`src/sv/qgi_pkg.sv`:
```
`timescale 1ns / 1ps
// ----------------------------------------------------------------------------
// qgi_pkg
// Types, constants and term tables for the gyro quaternion integrator.
// ----------------------------------------------------------------------------
package qgi_pkg;

	localparam int QUAT_FRAC_BITS = 30;
	localparam int ELAPSED_BITS   = 10;
	localparam int GYRO_DIV       = 1877468;
	localparam int CFG_IDX_W      = 8;

	localparam logic [CFG_IDX_W-1:0] REG_INIT_W = 8'd0;
	localparam logic [CFG_IDX_W-1:0] REG_INIT_X = 8'd1;
	localparam logic [CFG_IDX_W-1:0] REG_INIT_Y = 8'd2;
	localparam logic [CFG_IDX_W-1:0] REG_INIT_Z = 8'd3;

	localparam logic ACT_INTEGRATE = 1'b0;
	localparam logic ACT_LOAD      = 1'b1;

	typedef struct packed {
		logic                    action;
		logic signed [15:0]      rate_x;
		logic signed [15:0]      rate_y;
		logic signed [15:0]      rate_z;
		logic [ELAPSED_BITS-1:0] elapsed_ms;
	} in_beat_t;

	typedef struct packed {
		logic signed [31:0] att_w;
		logic signed [31:0] att_x;
		logic signed [31:0] att_y;
		logic signed [31:0] att_z;
	} out_beat_t;

	typedef enum logic [2:0] {
		ST_IDLE,
		ST_MUL,
		ST_NORM,
		ST_SQR,
		ST_ROOT,
		ST_DIV,
		ST_FIN
	} state_t;

	// quaternion part feeding product term t (lane t[3:2], coefficient t[1:0])
	function automatic logic [1:0] term_part(input logic [3:0] t);
		logic [1:0] s;
		case (t)
			4'd0:    s = 2'd0;
			4'd1:    s = 2'd1;
			4'd2:    s = 2'd2;
			4'd3:    s = 2'd3;
			4'd4:    s = 2'd1;
			4'd5:    s = 2'd0;
			4'd6:    s = 2'd3;
			4'd7:    s = 2'd2;
			4'd8:    s = 2'd2;
			4'd9:    s = 2'd3;
			4'd10:   s = 2'd0;
			4'd11:   s = 2'd1;
			4'd12:   s = 2'd3;
			4'd13:   s = 2'd2;
			4'd14:   s = 2'd1;
			default: s = 2'd0;
		endcase
		return s;
	endfunction

	function automatic logic term_neg(input logic [3:0] t);
		logic n;
		case (t)
			4'd1, 4'd2, 4'd3, 4'd6, 4'd11, 4'd13: n = 1'b1;
			default:                              n = 1'b0;
		endcase
		return n;
	endfunction

endpackage

```
`src/sv/quaternion_gyro_integrator_top.sv`:
```
`timescale 1ns / 1ps
// ----------------------------------------------------------------------------
// quaternion_gyro_integrator_top
// Advances an attitude quaternion by one gyro sample and renormalises it, or loads it from the init registers.
// ----------------------------------------------------------------------------
// Sequence: a load beat goes straight to FIN and is registered at the output once it is free;
//   an integrate beat runs the bit-serial shift-add multiply, normalising shifts, squaring,
//   square root and division loops before FIN.
// Flow: one beat at a time; the next is taken the cycle after the result is queued.
// Reset: asynchronous; state and init registers return to the unit quaternion.
module quaternion_gyro_integrator_top #(
	parameter int QUAT_FRAC_BITS = qgi_pkg::QUAT_FRAC_BITS
) (
	input  logic                                   clk,
	input  logic                                   arst_n,
	input  logic                                   in_valid,
	output logic                                   in_ready,
	input  qgi_pkg::in_beat_t                      in_data,
	output logic                                   out_valid,
	input  logic                                   out_ready,
	output qgi_pkg::out_beat_t                     out_data,
	input  logic                                   cfg_we,
	input  logic [qgi_pkg::CFG_IDX_W-1:0]          cfg_index,
	input  logic [31:0]                            cfg_data
);

	localparam int EB    = qgi_pkg::ELAPSED_BITS;
	localparam int PW    = 17 + EB;
	localparam int CW    = (16 + EB > 21) ? 16 + EB : 21;
	localparam int AW    = 34 + CW;
	localparam int MW    = AW - 1;
	localparam int NW    = 32 + QUAT_FRAC_BITS;
	localparam int CNT_W = $clog2(NW + 1);
	localparam logic [31:0] ONE_Q = 32'(64'd1 << QUAT_FRAC_BITS);

	qgi_pkg::state_t st_q, st_d;

	logic signed [31:0] init_q [4];
	logic signed [31:0] quat_q [4];
	logic signed [31:0] res_q  [4];
	logic signed [PW-1:0] p_q  [3];
	logic [MW-1:0]      mag_q  [4];
	logic [3:0]         neg_q;
	logic signed [AW-1:0] acc_q, mcand_q;
	logic [CW-1:0]      mplier_q;
	logic [63:0]        sqa_q, n_q, r_q, bit_q;
	logic [30:0]        sqb_q;
	logic [NW-1:0]      num_q;
	logic [32:0]        rem_q;
	logic [31:0]        quo_q;
	logic [CNT_W-1:0]   cnt_q;
	logic [3:0]         idx_q;
	logic               out_valid_q;
	qgi_pkg::out_beat_t out_q;

	logic               in_acc, out_free;
	logic [1:0]         j;
	logic signed [31:0] qsel;
	logic               csign, tneg;
	logic [CW-1:0]      cmag;
	logic signed [PW-1:0] psel, pabs;
	logic signed [AW-1:0] acc_nx, qext;
	logic [MW-1:0]      orv;
	logic [63:0]        rb;
	logic [33:0]        remsh;
	logic               qbit;
	logic [31:0]        quo_nx;

	assign in_ready  = (st_q == qgi_pkg::ST_IDLE);
	assign in_acc    = in_valid && in_ready;
	assign out_free  = !out_valid_q || out_ready;
	assign out_valid = out_valid_q;
	assign out_data  = out_q;

	always_comb begin
		j      = idx_q[1:0];
		qsel   = quat_q[qgi_pkg::term_part(idx_q)];
		psel   = (j == 2'd0) ? '0 : p_q[j - 2'd1];
		pabs   = psel[PW-1] ? -psel : psel;
		csign  = (j != 2'd0) && psel[PW-1];
		cmag   = (j == 2'd0) ? CW'(qgi_pkg::GYRO_DIV) : CW'(pabs);
		tneg   = qgi_pkg::term_neg(idx_q) ^ csign;
		qext   = AW'(qsel);
		acc_nx = mplier_q[0] ? acc_q + mcand_q : acc_q;
		orv    = mag_q[0] | mag_q[1] | mag_q[2] | mag_q[3];
		rb     = r_q + bit_q;
		remsh  = {rem_q, num_q[NW-1]};
		qbit   = (remsh >= {1'b0, r_q[32:0]});
		quo_nx = {quo_q[30:0], qbit};
	end

	always_comb begin
		st_d = st_q;
		case (st_q)
			qgi_pkg::ST_IDLE: begin
				if (in_acc)
					st_d = (in_data.action == qgi_pkg::ACT_LOAD) ? qgi_pkg::ST_FIN
						: qgi_pkg::ST_MUL;
			end
			qgi_pkg::ST_MUL: begin
				if (cnt_q == CNT_W'(CW) && idx_q == 4'd15)
					st_d = qgi_pkg::ST_NORM;
			end
			qgi_pkg::ST_NORM: begin
				if (orv == '0)
					st_d = qgi_pkg::ST_FIN;
				else if (orv[MW-1:31] == '0 && orv[30])
					st_d = qgi_pkg::ST_SQR;
			end
			qgi_pkg::ST_SQR: begin
				if (cnt_q == CNT_W'(31) && idx_q[1:0] == 2'd3)
					st_d = qgi_pkg::ST_ROOT;
			end
			qgi_pkg::ST_ROOT: begin
				if (cnt_q == CNT_W'(31))
					st_d = qgi_pkg::ST_DIV;
			end
			qgi_pkg::ST_DIV: begin
				if (cnt_q == CNT_W'(NW) && idx_q[1:0] == 2'd3)
					st_d = qgi_pkg::ST_FIN;
			end
			qgi_pkg::ST_FIN: begin
				if (out_free)
					st_d = qgi_pkg::ST_IDLE;
			end
			default: st_d = qgi_pkg::ST_IDLE;
		endcase
	end

	always_ff @(posedge clk or negedge arst_n) begin
		if (!arst_n)
			st_q <= qgi_pkg::ST_IDLE;
		else
			st_q <= st_d;
	end

	always_ff @(posedge clk or negedge arst_n) begin
		if (!arst_n) begin
			init_q      <= '{ONE_Q, 32'd0, 32'd0, 32'd0};
			quat_q      <= '{ONE_Q, 32'd0, 32'd0, 32'd0};
			res_q       <= '{default: '0};
			p_q         <= '{default: '0};
			mag_q       <= '{default: '0};
			neg_q       <= '0;
			acc_q       <= '0;
			mcand_q     <= '0;
			mplier_q    <= '0;
			sqa_q       <= '0;
			sqb_q       <= '0;
			n_q         <= '0;
			r_q         <= '0;
			bit_q       <= '0;
			num_q       <= '0;
			rem_q       <= '0;
			quo_q       <= '0;
			out_q       <= '0;
			out_valid_q <= 1'b0;
			cnt_q       <= '0;
			idx_q       <= '0;
		end else begin
			if (cfg_we) begin
				case (cfg_index)
					qgi_pkg::REG_INIT_W: init_q[0] <= cfg_data;
					qgi_pkg::REG_INIT_X: init_q[1] <= cfg_data;
					qgi_pkg::REG_INIT_Y: init_q[2] <= cfg_data;
					qgi_pkg::REG_INIT_Z: init_q[3] <= cfg_data;
					default: ;
				endcase
			end
			if (st_q == qgi_pkg::ST_FIN && out_free)
				out_valid_q <= 1'b1;
			else if (out_ready)
				out_valid_q <= 1'b0;
			case (st_q)
				qgi_pkg::ST_IDLE: begin
					cnt_q <= '0;
					idx_q <= '0;
					acc_q <= '0;
					if (in_acc) begin
						res_q  <= init_q;
						p_q[0] <= PW'(in_data.rate_x * $signed({1'b0, in_data.elapsed_ms}));
						p_q[1] <= PW'(in_data.rate_y * $signed({1'b0, in_data.elapsed_ms}));
						p_q[2] <= PW'(in_data.rate_z * $signed({1'b0, in_data.elapsed_ms}));
					end
				end
				qgi_pkg::ST_MUL: begin
					if (cnt_q == '0) begin
						mcand_q  <= tneg ? -qext : qext;
						mplier_q <= cmag;
						cnt_q    <= cnt_q + 1'b1;
					end else begin
						acc_q    <= (cnt_q == CNT_W'(CW) && j == 2'd3) ? '0 : acc_nx;
						mcand_q  <= mcand_q <<< 1;
						mplier_q <= mplier_q >> 1;
						if (cnt_q == CNT_W'(CW)) begin
							cnt_q <= '0;
							idx_q <= idx_q + 1'b1;
							if (j == 2'd3) begin
								neg_q[idx_q[3:2]] <= acc_nx[AW-1];
								mag_q[idx_q[3:2]] <= MW'(acc_nx[AW-1] ? -acc_nx : acc_nx);
							end
						end else begin
							cnt_q <= cnt_q + 1'b1;
						end
					end
				end
				qgi_pkg::ST_NORM: begin
					idx_q <= '0;
					cnt_q <= '0;
					n_q   <= '0;
					if (orv == '0) begin
						res_q <= '{32'd0, 32'd0, 32'd0, 32'd0};
					end else if (orv[MW-1:31] != '0) begin
						for (int i = 0; i < 4; i++)
							mag_q[i] <= mag_q[i] >> 1;
					end else if (!orv[30]) begin
						for (int i = 0; i < 4; i++)
							mag_q[i] <= mag_q[i] << 1;
					end
				end
				qgi_pkg::ST_SQR: begin
					if (cnt_q == '0) begin
						sqa_q <= 64'(mag_q[idx_q[1:0]][30:0]);
						sqb_q <= mag_q[idx_q[1:0]][30:0];
						cnt_q <= cnt_q + 1'b1;
					end else begin
						if (sqb_q[0])
							n_q <= n_q + sqa_q;
						sqa_q <= sqa_q << 1;
						sqb_q <= sqb_q >> 1;
						if (cnt_q == CNT_W'(31)) begin
							cnt_q <= '0;
							idx_q <= idx_q + 1'b1;
							r_q   <= '0;
							bit_q <= 64'd1 << 62;
						end else begin
							cnt_q <= cnt_q + 1'b1;
						end
					end
				end
				qgi_pkg::ST_ROOT: begin
					if (n_q >= rb) begin
						n_q <= n_q - rb;
						r_q <= (r_q >> 1) + bit_q;
					end else begin
						r_q <= r_q >> 1;
					end
					bit_q <= bit_q >> 2;
					idx_q <= '0;
					cnt_q <= (cnt_q == CNT_W'(31)) ? '0 : cnt_q + 1'b1;
				end
				qgi_pkg::ST_DIV: begin
					if (cnt_q == '0) begin
						num_q <= ({mag_q[idx_q[1:0]][30:0], QUAT_FRAC_BITS'(0)}
							+ NW'(r_q >> 1));
						rem_q <= '0;
						quo_q <= '0;
						cnt_q <= cnt_q + 1'b1;
					end else begin
						rem_q <= qbit ? 33'(remsh - {1'b0, r_q[32:0]}) : remsh[32:0];
						quo_q <= quo_nx;
						num_q <= num_q << 1;
						if (cnt_q == CNT_W'(NW)) begin
							res_q[idx_q[1:0]] <= neg_q[idx_q[1:0]] ? -quo_nx : quo_nx;
							cnt_q <= '0;
							idx_q <= idx_q + 1'b1;
						end else begin
							cnt_q <= cnt_q + 1'b1;
						end
					end
				end
				qgi_pkg::ST_FIN: begin
					if (out_free) begin
						quat_q <= res_q;
						out_q  <= '{res_q[0], res_q[1], res_q[2], res_q[3]};
					end
				end
				default: ;
			endcase
		end
	end

	a_norm_range: assert property (@(posedge clk) disable iff (!arst_n)
		st_q == qgi_pkg::ST_SQR |-> orv[30] && orv[MW-1:31] == '0)
		else $error("magnitudes not normalised before squaring");

	a_root_floor: assert property (@(posedge clk) disable iff (!arst_n)
		st_q == qgi_pkg::ST_DIV |-> r_q[63:33] == '0 && r_q[32:30] != 3'd0)
		else $error("square root out of range");

	a_out_from_fin: assert property (@(posedge clk) disable iff (!arst_n)
		$rose(out_valid_q) |-> $past(st_q == qgi_pkg::ST_FIN))
		else $error("result raised outside finish");

endmodule
```
`config.mk`:
```
export PLATFORM = sky130hd
export DESIGN_NAME = quaternion_gyro_integrator_top
export DESIGN_NICKNAME = d
export VERILOG_FILES = /design/src/sv/qgi_pkg.sv /design/src/sv/quaternion_gyro_integrator_top.sv
export SDC_FILE = /design/constraint.sdc
export NUM_CORES = 2
export LEC_CHECK = 0
export BUFFER_PORTS_ARGS = -buffer_cell sky130_fd_sc_hd__buf_2
export CAP_MARGIN = 20
export CORE_UTILIZATION = 35
export CTS_CLUSTER_DIAMETER = 200
export CTS_CLUSTER_SIZE = 24
export DETAILED_ROUTE_END_ITERATION = 10
export PLACE_DENSITY = 0.57
export RECOVER_POWER = 50
export SYNTH_ARGS = -nofsm -noshare
export SYNTH_HDL_FRONTEND = slang
export SYNTH_SLANG_ARGS = --single-unit
```
`constraint.sdc`:
```
create_clock -name clk -period 13.8 [get_ports clk]
set_clock_uncertainty 0.15 [all_clocks]
set_input_delay 1.38 -clock clk [delete_from_list [all_inputs] [get_ports clk]]
set_output_delay 1.38 -clock clk [all_outputs]
set_load 0.02 [all_outputs]
```
==> flow_metrics.env <==
export IMPL_fin_area_mm2=0.101
export IMPL_area_growth_pct=5.29
export IMPL_syn_inst=10707
export IMPL_multiInputGateArea_mm2=0.0589
export IMPL_grt_usage_pct=21.5
export IMPL_drc=0
export IMPL_cpPeakStageDelay_ns=5.49
export IMPL_ys_ff_latch=1247
export IMPL_place_ws_ns=5.22
export IMPL_setup_viol=0
export IMPL_cts_made_buffers=57
export IMPL_crit_family="buffers and inverters"
export IMPL_p_per_area_mw_per_mm2=97.1
export IMPL_cp_cell_sequence="clkbuf_1 -> buf_12 -> buf_12 -> buf_12"
export IMPL_grt_max_degree=164
export IMPL_clock_root_buffer="clkbuf_16"
export IMPL_h_tree_depth=2
export IMPL_max_freq_ghz=0.116
export IMPL_die_y_um=525
export IMPL_rows=191
export IMPL_cts_resized=0
export IMPL_grt_first_pass_wirelength_mm=473
export IMPL_cts_tree="done"
export IMPL_die_area_mm2=0.275
export IMPL_vias=78870
export IMPL_drive_gt1_share_pct=7.02
export IMPL_syn_nets=11761
export IMPL_routed_wl_mm=303
export IMPL_utilization_pct=37.1
export IMPL_maxSlewViolCount=994
export IMPL_hold_class="reg -> reg"
export IMPL_p_leak_nw=45.9
export IMPL_wl_per_cell_um=21.7
export IMPL_seq_area_mm2=0.0312
export IMPL_vias_per_cell=5.65
export IMPL_tns_ns=0
export IMPL_route_antenna_remaining_nets=0
export IMPL_path_clk_slew_ns=0.11
export IMPL_critPathMaxFanout=163
export IMPL_hpwl_mm=222
export IMPL_first_global_vias=78753
export IMPL_slew_headroom_pct=-434
export IMPL_postSynthAreaPerCell_um2=8.93
export IMPL_required_ns=14.44
export IMPL_crit_top_cell="buf_12"
export IMPL_synth_cell_area_mm2=0.0956
export IMPL_drt_first_pass_iters=6
export IMPL_violations="max-capacitance violations, max-slew violations"
export IMPL_final_cells=13971
export IMPL_synth_cell_types=102
export IMPL_clockBufferDepth=3
export IMPL_rsz0062_at_grt="no"
export IMPL_critical_path_buf_inv_count=4
export IMPL_peakVddDrop_mv=0.141
export IMPL_num_nets_final=11426
export IMPL_fillers=27530
export IMPL_dr_first_iter_drc_count=6245
export IMPL_status="finished, violations left"
export IMPL_postCtsSetupBuffers=0
export IMPL_io_buffers=233
export IMPL_overflow=0
export IMPL_cp_slowest_cell="clkbuf_1"
export IMPL_placed_area_mm2=0.0993
export IMPL_worst_slack_ns=5.16
export IMPL_post_route_period_util_pct=62.6
export IMPL_worst_setup_path_type="in -> async"
export IMPL_core_area_mm2=0.271
export IMPL_gp_congestion=0.895
export IMPL_grt_antenna_before_repair=19
export IMPL_holdWs_ns=0.294
export IMPL_dieWidth_um=525
export IMPL_synth_flop_cell="dfrtp_1"
export IMPL_ios=234
export IMPL_start_util_pct=35.2
export IMPL_cts_hold_buf=0
export IMPL_maxCapViolCount=19
export IMPL_hold_viol=0
export IMPL_post_route_min_period_ns=8.64
export IMPL_synth_warnings=0
export IMPL_cts_sinks=1247
export IMPL_start_kind="input pin"
export IMPL_power_mw=9.77
export IMPL_placedCellCount=13881
export IMPL_synthArstFlopShare_pct=100
export IMPL_synth_edff_count=0
export IMPL_crit_path_end_kind="async pin"
export IMPL_arrival_ns=9.28
export IMPL_worst_pin_slew_ns=8.02
export IMPL_insertion_delay_ns=0.81
export IMPL_ys_seq_area_share_pct=32.6
-- layer usage --
metal / track usage [%] / wire (um) / up-vias
met5: 0 / 113 / -
met4: 6.40 / 9700 / 18
met3: 2.25 / 15300 / 440
met2: 36.3 / 144000 / 2239
met1: 29.0 / 134000 / 39512
li1: - / - / 36661
-- power by group --
group	internal (mW)	total (mW)	switching [mW]
Sequential	3.67	3.68	0.00894
Clock	0.774	2.09	1.32
Combinational	1.69	4.00	2.32
-- flip-flops by register name (all words and copies together), names as in the netlist --
signal	flops
neg_q	4
idx_q	4
rem_q	33
n_q	64
mplier_q	26
sqb_q	31
out_data	97
res_q	128
r_q	64
cnt_q	6
bit_q	32
p_q	81
acc_q	60
out_valid	1
num_q	62
quo_q	31
st_q	3
mag_q	236
sqa_q	64
init_q	128
quat_q	32
mcand_q	60
-- worst reg2reg max path, delay by kind of cell, from the launching register on --
family,cells,cell delay [ns]
flops,1,0.43
fa+ha+maj,3,0.81
compound gates,18,4.63
buf+inv,2,1.06
xor+xnor,1,0.14
simple gates,5,1.30
-- cell type report --
class | count | area share [%]
antenna | 7 | 0.0174
inverter | 651 | 2.43
tap | 3570 | 4.44
multi-input combinational | 8061 | 58.6
clock buffer | 78 | 1.50
sequential | 1247 | 31.0
clock inverter | 3 | 0.0895
timing repair buffer | 354 | 1.95
-- cell usage in the layout, fill, tap and decap left out, types with 99 or more instances in the layout --
cell type	n
xor2_1	219
nor3_1	209
a22oi_1	208
nand3_1	220
xnor2_1	280
nor2_1	670
ha_1	508
o21ai_0	865
dfrtp_1	1242
mux2_2	264
buf_4	99
nand2_1	1321
and2_1	294
a21oi_1	684
clkbuf_1	165
buf_2	103
mux2i_1	197
a31oi_1	145
a21o_1	172
inv_1	648
fa_1	440
-- Yosys cell counts (all sizes together), types with 220 or more instances --
| cell type | n | area [um2] |
|---|---|---|
| nand2 | 1328 | 4980 |
| dfrtp | 1245 | 31200 |
| o21ai | 912 | 4560 |
| a21oi | 687 | 3440 |
| nor2 | 680 | 2550 |
| inv | 649 | 2440 |
| clkbuf | 556 | 2090 |
| ha | 510 | 6380 |
| fa | 440 | 8810 |
| and2 | 297 | 1860 |
| xnor2 | 283 | 2490 |
| mux2 | 264 | 2970 |
| nand3 | 222 | 1110 |
| xor2 | 220 | 1930 |
-- worst paths after layout --
kind	slack, ns	depth (start not counted)	start	endpoint
max	5.16	4	arst_n	res_q[101]
min	0.29	1	res_q[98]	quat_q[98]
max reg2reg	5.25	29	r_q[0]	n_q[63]
min reg2reg	0.29	1	res_q[98]	quat_q[98]
max in group clk	5.25	29	r_q[0]	n_q[63]
min in group asynchronous	3.52	1	arst_n	sqa_q[47]
-- cell families after synthesis --
kind of cell    count (synthesis)  synth area share (%)
compound gates               2844                  18.6
xor+xnor                      503                  4.62
fa+ha+maj                     950                  15.9
mux                           523                  6.63
simple gates                 3241                  15.6
buf+inv                      1399                  6.03
flops                        1247                  32.6
Power figures use the tool's default switching activity.
